[config.mk]
export PLATFORM = sky130hd
export DESIGN_NAME = lz77rd_engine
export DESIGN_NICKNAME = d
export VERILOG_FILES = /design/src/lz77rd_pkg.sv /design/src/lz77rd_engine.sv
export SDC_FILE = /design/constraint.sdc
export NUM_CORES = 1
export LEC_CHECK = 0
export ABC_AREA = 1
export ABC_CLOCK_PERIOD_IN_PS = 2400
export BUFFER_PORTS_ARGS = -buffer_cell sky130_fd_sc_hd__buf_2
export CAP_MARGIN = 20
export CELL_PAD_IN_SITES_DETAIL_PLACEMENT = 0
export CELL_PAD_IN_SITES_GLOBAL_PLACEMENT = 1
export CORE_MARGIN = 2
export CORE_UTILIZATION = 37
export CTS_CLUSTER_SIZE = 24
export DETAILED_ROUTE_END_ITERATION = 8
export PLACE_DENSITY_LB_ADDON = 0.1
export SLEW_MARGIN = 20
export SYNTH_ARGS = -nofsm -noshare
export SYNTH_HDL_FRONTEND = slang
export SYNTH_SLANG_ARGS = --single-unit
[constraint.sdc]
create_clock -name clock -period 2.4 [get_ports clock]
set_input_delay 0.36 -clock clock [delete_from_list [all_inputs] [get_ports clock]]
set_output_delay 0.36 -clock clock [all_outputs]
set_load 0.01 [all_outputs]
[src/lz77rd_pkg.sv]
// ----------------------------------------------------------------------------
// lz77rd_pkg - shared constants and types of the LZ77 record decompressor
// Record geometry, token field widths and the structs that pass between the
// token engine, the history memory and the top level.
// ----------------------------------------------------------------------------
package lz77rd_pkg;

   // Record size in bytes and the number of length bits in a back-reference.
   localparam int RECORD_BYTES = 4096;
   localparam int LENGTH_BITS  = 3;

   // Derived widths.
   localparam int ADDR_W = $clog2(RECORD_BYTES);
   localparam int POS_W  = $clog2(RECORD_BYTES + 1);
   localparam int DIST_W = 14 - LENGTH_BITS;
   localparam int LEN_W  = $clog2((1 << LENGTH_BITS) + 3);
   localparam int WIDE_W = (POS_W > DIST_W) ? POS_W : DIST_W;

   // Token byte codes.
   localparam logic [7:0] RAW_MAX     = 8'h08;
   localparam logic [7:0] LITERAL_MAX = 8'h7F;
   localparam logic [7:0] PAIR_MIN    = 8'hC0;
   localparam logic [7:0] PAIR_FLIP   = 8'h80;
   localparam logic [7:0] SPACE_CHAR  = 8'h20;
   localparam int         LEN_BIAS    = 3;

   // One decompressed byte leaving the engine.
   typedef struct packed {
      logic       valid;
      logic [7:0] data;
      logic       last;
      logic       bad;
   } emit_type;

   // History memory access for one cycle.
   typedef struct packed {
      logic              wr_en;
      logic [ADDR_W-1:0] wr_addr;
      logic [7:0]        wr_data;
      logic              rd_en;
      logic [ADDR_W-1:0] rd_addr;
   } mem_req_type;

endpackage

[src/lz77rd_engine.sv]
// ----------------------------------------------------------------------------
// lz77rd_engine - token parser and copy sequencer
// Decodes one compressed byte per accepted transfer and emits output bytes one
// per cycle while out_free is high, reading copy sources from history memory.
// ----------------------------------------------------------------------------
module lz77rd_engine (
   input  logic                    clock,
   input  logic                    reset,
   input  logic                    req_tvalid,
   output logic                    req_tready,
   input  logic [7:0]              req_byte,
   input  logic                    req_last,
   input  logic                    out_free,
   output lz77rd_pkg::emit_type    emit,
   output lz77rd_pkg::mem_req_type mem_req,
   input  logic [7:0]              rd_data
);
   import lz77rd_pkg::*;

   typedef enum logic [1:0] {
      S_IDLE,
      S_PAIR,
      S_WAIT,
      S_COPY
   } state_type;

   state_type         state_ff, state_in;
   logic [POS_W-1:0]  wp_ff, wp_in;
   logic [3:0]        raw_ff, raw_in;
   logic [7:0]        pend_high_ff, pend_high_in;
   logic              pend_valid_ff, pend_valid_in;
   logic              last_rec_ff, last_rec_in;
   logic [LEN_W-1:0]  cnt_ff, cnt_in;
   logic [ADDR_W-1:0] src_ff, src_in;
   logic              bad_ff, bad_in;
   logic [7:0]        pair_ff, pair_in;

   logic              full;
   logic              near_end;
   logic              accept;
   logic              done;
   logic [15:0]       word;
   logic [DIST_W-1:0] ref_dist;

   assign full     = (wp_ff >= POS_W'(RECORD_BYTES));
   assign near_end = (wp_ff == POS_W'(RECORD_BYTES - 1));
   assign accept   = req_tvalid && req_tready;
   assign word     = {pend_high_ff, req_byte};
   assign ref_dist = word[13:LENGTH_BITS];

   always_comb begin
      state_in      = state_ff;
      wp_in         = wp_ff;
      raw_in        = raw_ff;
      pend_high_in  = pend_high_ff;
      pend_valid_in = pend_valid_ff;
      last_rec_in   = last_rec_ff;
      cnt_in        = cnt_ff;
      src_in        = src_ff;
      bad_in        = bad_ff;
      pair_in       = pair_ff;
      emit          = '0;
      mem_req       = '0;
      done          = 1'b0;
      req_tready    = 1'b0;

      case (state_ff)
         S_IDLE: begin
            req_tready = out_free;
            if (accept) begin
               last_rec_in = req_last;
               if (raw_ff != 4'd0) begin
                  raw_in     = raw_ff - 4'd1;
                  emit.valid = !full;
                  emit.data  = req_byte;
                  emit.last  = 1'b1;
                  done       = 1'b1;
               end else if (pend_valid_ff) begin
                  pend_valid_in   = 1'b0;
                  cnt_in          = LEN_W'(word[LENGTH_BITS-1:0]) + LEN_W'(LEN_BIAS);
                  bad_in          = (ref_dist == '0) ||
                                    (WIDE_W'(ref_dist) > WIDE_W'(wp_ff));
                  src_in          = ADDR_W'(WIDE_W'(wp_ff) - WIDE_W'(ref_dist));
                  mem_req.rd_en   = 1'b1;
                  mem_req.rd_addr = src_in;
                  if (full) begin
                     done = 1'b1;
                  end else begin
                     state_in = S_WAIT;
                  end
               end else if (req_byte inside {[8'h01:RAW_MAX]}) begin
                  raw_in = req_byte[3:0];
                  done   = 1'b1;
               end else if (req_byte <= LITERAL_MAX) begin
                  emit.valid = !full;
                  emit.data  = req_byte;
                  emit.last  = 1'b1;
                  done       = 1'b1;
               end else if (req_byte >= PAIR_MIN) begin
                  emit.valid = !full;
                  emit.data  = SPACE_CHAR;
                  emit.last  = near_end;
                  pair_in    = req_byte ^ PAIR_FLIP;
                  if (full) begin
                     done = 1'b1;
                  end else begin
                     state_in = S_PAIR;
                  end
               end else begin
                  pend_high_in  = req_byte;
                  pend_valid_in = 1'b1;
                  done          = 1'b1;
               end
            end
         end
         S_PAIR: begin
            if (full) begin
               done = 1'b1;
            end else if (out_free) begin
               emit.valid = 1'b1;
               emit.data  = pair_ff;
               emit.last  = 1'b1;
               done       = 1'b1;
            end
         end
         S_WAIT: begin
            state_in = S_COPY;
         end
         S_COPY: begin
            if (full) begin
               done = 1'b1;
            end else if (out_free) begin
               emit.valid = 1'b1;
               emit.data  = bad_ff ? 8'h00 : rd_data;
               emit.bad   = bad_ff;
               emit.last  = (cnt_ff == LEN_W'(1)) || near_end;
               cnt_in     = cnt_ff - LEN_W'(1);
               src_in     = ADDR_W'(src_ff + ADDR_W'(1));
               if (cnt_ff == LEN_W'(1)) begin
                  done = 1'b1;
               end else begin
                  mem_req.rd_en   = 1'b1;
                  mem_req.rd_addr = src_in;
               end
            end
         end
         default: begin
            state_in = S_IDLE;
         end
      endcase

      // Every emitted byte is appended to the history.
      if (emit.valid) begin
         mem_req.wr_en   = 1'b1;
         mem_req.wr_addr = ADDR_W'(wp_ff);
         mem_req.wr_data = emit.data;
         wp_in           = wp_ff + POS_W'(1);
      end

      if (done) begin
         state_in = S_IDLE;
         if ((state_ff == S_IDLE) ? req_last : last_rec_ff) begin
            wp_in         = '0;
            raw_in        = 4'd0;
            pend_valid_in = 1'b0;
         end
      end
   end

   always_ff @(posedge clock) begin
      if (reset) begin
         state_ff      <= S_IDLE;
         wp_ff         <= '0;
         raw_ff        <= 4'd0;
         pend_high_ff  <= 8'h00;
         pend_valid_ff <= 1'b0;
         last_rec_ff   <= 1'b0;
      end else begin
         state_ff      <= state_in;
         wp_ff         <= wp_in;
         raw_ff        <= raw_in;
         pend_high_ff  <= pend_high_in;
         pend_valid_ff <= pend_valid_in;
         last_rec_ff   <= last_rec_in;
      end
   end

   always_ff @(posedge clock) begin
      cnt_ff  <= cnt_in;
      src_ff  <= src_in;
      bad_ff  <= bad_in;
      pair_ff <= pair_in;
   end

   a_emit_within_record: assert property (@(posedge clock) disable iff (reset)
      emit.valid |-> !full)
      else $error("byte emitted beyond the record");

   a_emit_writes_history: assert property (@(posedge clock) disable iff (reset)
      emit.valid |-> (mem_req.wr_en && (mem_req.wr_data == emit.data)))
      else $error("emitted byte not stored in history");

   a_wait_then_copy: assert property (@(posedge clock) disable iff (reset)
      (state_ff == S_WAIT) |-> (!emit.valid ##1 (state_ff == S_COPY)))
      else $error("copy read latency cycle broken");

   a_bad_is_zero: assert property (@(posedge clock) disable iff (reset)
      (emit.valid && emit.bad) |-> (emit.data == 8'h00))
      else $error("bad distance byte is not zero");

   a_copy_read_issued: assert property (@(posedge clock) disable iff (reset)
      (state_ff == S_IDLE && accept && pend_valid_ff && raw_ff == 4'd0 && !full)
      |-> mem_req.rd_en)
      else $error("back-reference started without a source read");

endmodule

==> impl_metrics.ini, run 1 <==
[status]
status = finished with violations
violated_checks = setup timing

[timing]
max_clock_freq_mhz = 416
setup_tns_ps = -3.33
setup_slack_ps = -3.33
fin_worst_skew_ps = 4.68
timing.final.crit_period_ps = 2400
holdWs_ps = 246
final-hold-violation-count = 0
slew_violations = 0
post-route-period-util_pct = 100
finalSetupViolations = 1
slew_headroom_pct = 74.6
tightestPinTransition_ps = 378
rsz0062_at_grt = true

[flow_run]
max_cap_violations = 0

[final_layout]
fin_nets = 823
fin_cells = 909
num_antenna_cells = 0
layout-area-overhead-vs-synth_pct = 33.2
finish.instance_area_sq_um = 5890
drive_gt1_share_pct = 31.3
post-route-util_pct = 50.9

[logic_synthesis]
syn-cell-area_sq_um = 4420
yosysUniqueCellTypes = 41
synth-warning-count = 0
synth.top_cells.by_count = nand2_1 (143), inv_1 (80), nor2_1 (76), nand3_1 (55), a21oi_1 (48)
synth_seq_cells = 52
synth_largest_type_area_fraction_pct = 17.0
synth.top_cells.by_area = edfxtp_1 (17%), dfxtp_1 (12%), nand2_1 (12%), ha_1 (10%), inv_1 (6.8%)
synthMostInstantiatedCell = nand2_1
async_flop_share_pct = 0
ys_seq_area_share_pct = 29.2
syn_inst = 648
syn-num-nets = 706
synth-edff-count = 25
syn-mean-instance-area_sq_um = 6.83
synth.largest_area_cell = edfxtp_1
postSynth.topFlopCell = dfxtp_1

[die]
floorplan.rows = 39
die_area_sq_um = 12800
die-height_um = 113
pin_count = 67
start_util_pct = 38.3
fp.dieW_um = 113
design.core.area_sq_um = 11600

[grt]
antenna_found_initial = 0
grtUsageTotal_pct = 22.4
grt_max_degree = 25
grt_pass1_wl_mm = 22.6
first_global_vias = 4363
grt.overflow.total = 0

[hold_path]
timing.hold.worst.class = input port to register

[place]
dpl.cell_count = 880
instance_area_after_placement_sq_um = 5170
preCtsSetupSlack_ps = -16.1
port_buffers = 66
detailedPlacementHpwl_mm = 10.9
place.gp.congestion = 0.891

[pwr]
internal_power_mw = 1.69
report.power.total_mw = 2.47
power.density_cell_area_nw_per_um2 = 420
power_switching_share_pct = 31.6
ir_worst_vdd_v = 0.000289
sequentialPowerShare_pct = 40.2
netSwitchingPower_mw = 0.781
combPwrFrac_pct = 26.5
p_leak_nw = 2.75
p_clk_share_pct = 33.3

[detailed_routing]
wl_met3_um = 515
drc = 0
antenna_violating_nets_post_route = 0
firstDrtPassIters = 5
drt-vias-per-instance = 5.06
routed-wl-met2_mm = 6.61
wl_per_cell_um = 15.9
top_signal_layer_used = met4
drt_iter0_drc = 278
routed_via_count = 4596
met1_routed_wirelength_after_detailed_routing_mm = 7.00
detail_route.wirelength_mm = 14.4

[clock_network]
clock-root-buffer = clkbuf_16
post_cts_hold_buffer_count = 0
clkSinkCount = 52
tritoncts = built
clock_tree.htree_level_count = 2
clockBufferDepth = 2
worst_setup_hold_path_clk_slew_ps = 70
cts-buffers-inserted = 5
clock_insertion_delay_worst_skew_ps = 310

[critical_path]
cpMostUsedCell = nand2_2
cp_class = register to output port
cp.required_ps = 2040
timing.critical_path.slowest_stage_cell = fa_2
critical_path_arrival_ps = 2040
critPathMaxStageDelay_ps = 350
critical_path.max_fanout = 3
endpoint_kind = output port
timing.critical_path.from_type = register
path_cells = inv_2 -> ha_4 -> inv_4 -> fa_2 -> nand2_2 -> nand2_2 -> nand2_2 -> nand2_2 -> xor2_2 -> nand2_1 -> a21oi_2 -> buf_2
## sequential cells by signal (all words and copies together) (netlist names)
name and cells:
cnt_ff 4, pend_high_ff 6, raw_ff 4, src_ff 12
last_rec_ff 1, pend_valid_ff 1, wp_ff 13, state_ff 2
bad_ff 1, pair_ff 8
## power by group through the flow
stage,combinational (mW),sequential [mW],clock (mW)
after floorplan,0.346,1.01,0
after global placement,0.528,1.01,0
after detailed placement,0.533,1.01,0
after CTS,0.577,0.993,0.845
after global routing,0.720,0.998,0.871
final,0.655,0.994,0.824
## final cells by class
cell class                      count  area [sq um]
Tap cell                          143           179
Timing Repair Buffer              127           883
Sequential cell                    52          1300
Multi-Input combinational cell    488          3010
Clock inverter                      1          5.00
Clock buffer                        7           155
Fill cell                        1173          5670
Inverter                           91           354
## repair_timing
action | 4_1_cts | 5_1_grt
setup endpoints to repair | 41 | 40
buffers inserted | 9 | 10
pin swaps | 9 | 10
gates resized for setup | 42 | 54
hold endpoints to repair | 0 | 0
cloned | 1 | 1
## layer usage
metal / global-route usage, % / vias to the layer above
met3: 3.70 / 21
li1: - / 2369
met1: 31.3 / 2113
met5: 0 / -
met2: 35.9 / 93
met4: 6.10 / 0
## cell usage in the layout, fill, tap and decap left out, types with 16 or more instances in the layout
cell type / count
ha_1: 21
dfxtp_1: 20
inv_1: 70
buf_2: 66
a21oi_1: 39
nand3_1: 51
edfxtp_1: 25
o21ai_0: 22
inv_2: 16
nand2_1: 132
buf_4: 53
nor2_1: 67
nand4_1: 17
## final timing paths
check / from / to / slack [ps] / cells after the start
worst max-delay path: wp_ff[0] / mem_req[6] / -3 / 12
worst min-delay path: reset / last_rec_ff / 250 / 2
worst max register to register: state_ff[0] / wp_ff[7] / 430 / 9
worst min register to register: last_rec_ff / last_rec_ff / 460 / 2
## kinds of logic after synthesis
| logic type | count (synthesis) | synth area share, % |
|---|---|---|
| buffers and inverters | 108 | 10.1 |
| AO/OA/AOI/OAI | 104 | 13.3 |
| AND/OR/NAND/NOR | 329 | 33.2 |
| XOR/XNOR | 16 | 3.17 |
| adder cells (fa/ha/maj) | 37 | 10.6 |
| flip-flops | 52 | 29.2 |
| multiplexers | 2 | 0.453 |
## critical path: cells and delay by family, from the launching register on
kind / cells / cell delay [ps]
adders and majority gates: 2 / 500
buffers and inverters: 3 / 250
xor gates and xnor gates: 1 / 140
DFF: 1 / 330
and+or+nand+nor: 5 / 380
AOI/OAI and AO/OA: 1 / 130
Power figures use the tool's default switching activity.
==> run 2, diff against run 1 <==
--- a/config.mk
+++ b/config.mk
@@ -5,14 +5,13 @@
 export SDC_FILE = /design/constraint.sdc
 export NUM_CORES = 1
 export LEC_CHECK = 0
-export ABC_AREA = 1
-export ABC_CLOCK_PERIOD_IN_PS = 2400
+export ABC_CLOCK_PERIOD_IN_PS = 3000
 export BUFFER_PORTS_ARGS = -buffer_cell sky130_fd_sc_hd__buf_2
 export CAP_MARGIN = 20
 export CELL_PAD_IN_SITES_DETAIL_PLACEMENT = 0
 export CELL_PAD_IN_SITES_GLOBAL_PLACEMENT = 1
 export CORE_MARGIN = 2
-export CORE_UTILIZATION = 37
+export CORE_UTILIZATION = 46
 export CTS_CLUSTER_SIZE = 24
 export DETAILED_ROUTE_END_ITERATION = 8
 export PLACE_DENSITY_LB_ADDON = 0.1
==> constraint.sdc (replaced) <==
create_clock -name clock -period 3 [get_ports clock]
set_input_delay 0.45 -clock clock [delete_from_list [all_inputs] [get_ports clock]]
set_output_delay 0.45 -clock clock [all_outputs]
set_load 0.01 [all_outputs]
==> run 2 against run 1 <==
  * The run now ends clean
  * Cell area fell by 19%
  * Sequential share of layout area rose by 5.1 points
  * Combinational power fell by 39%
  * Total power fell by 35%
  * Utilization rose by 4.3 points
  * Area after synthesis fell by 8.1%
  * Critical endpoint is now mem_req[10]
  * Highest routed layer unchanged
==> impl_metrics.ini, run 2 <==
[detailed_routing]
firstDrtPassIters = 5
wl_per_cell_um = 16.6
drt-vias-per-instance = 5.55
antenna_violating_nets_post_route = 0
drc = 0
drt_iter0_drc = 189
detail_route.wirelength_mm = 11.1
routed_via_count = 3729

[pwr]
combPwrFrac_pct = 24.8
sequentialPowerShare_pct = 49.5
internal_power_mw = 1.11
p_leak_nw = 1.95
power_switching_share_pct = 31.6
report.power.total_mw = 1.62
power.density_cell_area_nw_per_um2 = 339
netSwitchingPower_mw = 0.511
p_clk_share_pct = 25.8
ir_worst_vdd_v = 0.000224

[logic_synthesis]
synthMostInstantiatedCell = nor2_1
postSynth.topFlopCell = dfxtp_1
synth.largest_area_cell = edfxtp_1
synth_seq_cells = 52
syn-num-nets = 542
yosysUniqueCellTypes = 68
ys_seq_area_share_pct = 31.8
synth-edff-count = 25
synth.top_cells.by_count = nor2_1 (76), ha_1 (36), inv_1 (35), a21oi_1 (34), nand2_1 (33)
syn_inst = 484
async_flop_share_pct = 0
syn-cell-area_sq_um = 4070
syn-mean-instance-area_sq_um = 8.40
synth.top_cells.by_area = edfxtp_1 (18%), dfxtp_1 (13%), ha_1 (11%), nor2_1 (7.0%), a21oi_1 (4.2%)
synth_largest_type_area_fraction_pct = 18.5
synth-warning-count = 0

[timing]
timing.final.crit_period_ps = 2990
fin_worst_skew_ps = 13.7
tightestPinTransition_ps = 693
max_clock_freq_mhz = 335
finalSetupViolations = 0
post-route-period-util_pct = 99.5
slew_violations = 0
final-hold-violation-count = 0
rsz0062_at_grt = true
slew_headroom_pct = 53.7
setup_slack_ps = 13.8

[final_layout]
post-route-util_pct = 55.2
drive_gt1_share_pct = 23.8
largest-register = wp_ff
largest_registers = wp_ff x13, src_ff x12, pair_ff x8
fin_cells = 672
n_fill_cell = 851
num_antenna_cells = 0
layout_commonest_cell = nor2_1
largest_register_ffs = 13
mostFrequentLayoutCells = nor2_1 (75), buf_2 (66)
fin_nets = 621
layout-area-overhead-vs-synth_pct = 17.3

[critical_path]
critical_path.max_fanout = 3
worst_path_dominant_cell_family = compound AO/OA/AOI/OAI gates
cp.required_ps = 2550
count_of_buffering_cells_on_the_critical_path_with_inverters_included = 3
cp_class = register to output port
critPathMaxStageDelay_ps = 350
endpoint_kind = output port
critical_path_arrival_ps = 2540
cpMostUsedCell = a211oi_2
path_cells = inv_4 -> ha_4 -> inv_2 -> fa_2 -> a211oi_2 -> nor2_1 -> o41a_1 -> a211oi_2 -> xor2_1 -> o22ai_1 -> buf_2
timing.critical_path.slowest_stage_cell = dfxtp_2
timing.critical_path.from_type = register

[grt]
grtUsageTotal_pct = 23.0
grt_pass1_wl_mm = 18.1
grt.overflow.total = 0
antenna_found_initial = 0
grt_max_degree = 29
first_global_vias = 3542

[die]
die_area_sq_um = 9600
design.core.area_sq_um = 8640
pin_count = 67
die-height_um = 98.0
floorplan.rows = 34
fp.dieW_um = 98.0
start_util_pct = 47.1

[clock_network]
cts-buffers-inserted = 5
clkSinkCount = 52
worst_setup_hold_path_clk_slew_ps = 100
clock_insertion_delay_worst_skew_ps = 310
post_cts_hold_buffer_count = 0
clockBufferDepth = 2
clock-root-buffer = clkbuf_8
tritoncts = built
clock_tree.htree_level_count = 2

[place]
detailedPlacementHpwl_mm = 8.77
port_buffers = 66
place.gp.congestion = 0.900
dpl.cell_count = 660
preCtsSetupSlack_ps = -5.36

[hold_path]
timing.hold.worst.class = input port to register

[status]
status = finished, final reports clean

[flow_run]
max_cap_violations = 0
-- run 2: cell families (layout without fill, tap and decap cells) --
group	count (synthesis)	in the layout	synth area share, %
AND/OR/NAND/NOR	192	192	24.0
AO/OA/AOI/OAI	102	102	16.5
buffers and inverters	58	138	6.40
flip-flops	52	52	31.8
adder cells (fa/ha/maj)	37	37	11.6
XOR/XNOR	31	31	6.68
multiplexers	12	12	3.05
-- run 2: power groups by stage --
stage	registers (mW)	clock network (mW)	logic, mW
after floorplan	0.810	0	0.252
after global placement	0.812	0	0.367
after detailed placement	0.814	0	0.370
after CTS	0.798	0.424	0.378
after global routing	0.803	0.449	0.444
final	0.800	0.417	0.401
-- run 2: path summary, 6_finish.rpt --
| path | start | endpoint | slack [ps] | cells after the start |
|---|---|---|---|---|
| max | wp_ff[0] | mem_req[10] | 10 | 11 |
| max reg2reg | raw_ff[0] | wp_ff[6] | 640 | 11 |
| min reg2reg | last_rec_ff | last_rec_ff | 470 | 2 |
| min | req_last | last_rec_ff | 380 | 3 |
-- run 2: final cells by class --
cell class | count | area (sq um) | area share (%)
flip-flops and latches | 52 | 1300 | 27.2
well taps | 108 | 135 | 2.83
clock buffers | 5 | 68.8 | 1.44
inverters | 37 | 141 | 2.97
multi-input cells | 374 | 2570 | 54.0
repair buffers | 93 | 533 | 11.2
clock inverters | 3 | 18.8 | 0.394
-- run 2: metal layers --
metal,up-vias,track usage (%),share of wire (%)
li1,1873,-,-
met1,1740,33.3,47
met2,108,36.2,46
met3,8,3.87,5.8
met4,0,5.24,1.0
met5,-,0,0
-- run 2: repair_timing --
| action | 4_1_cts | 5_1_grt |
|---|---|---|
| pin swaps | 1 | 5 |
| gates cloned | 0 | 0 |
| buffers inserted | 0 | 4 |
| gates resized for setup | 11 | 10 |
| setup endpoints to repair | 4 | 24 |
-- run 2: worst register-to-register path: stages, from the launching register on --
cell and delay, ps:
dfxtp_2 370, inv_1 100, ha_4 180, or3b_4 240
buf_4 150, a21oi_1 50, o31a_1 300, buf_4 130
buf_4 170, nor4b_1 350, xnor2_1 160, nor2_1 60
-- run 2: per-stage QoR --
step           instance area (sq um)  hold slack, ps  TNS [ps]
2_1_floorplan                   4070             434         0
3_3_place_gp                    4580             445         0
3_5_place_dp                    4580             456     -5.36
4_1_cts                         4700             380         0
5_1_grt                         4770             382      -291
6_report                        4770             384         0
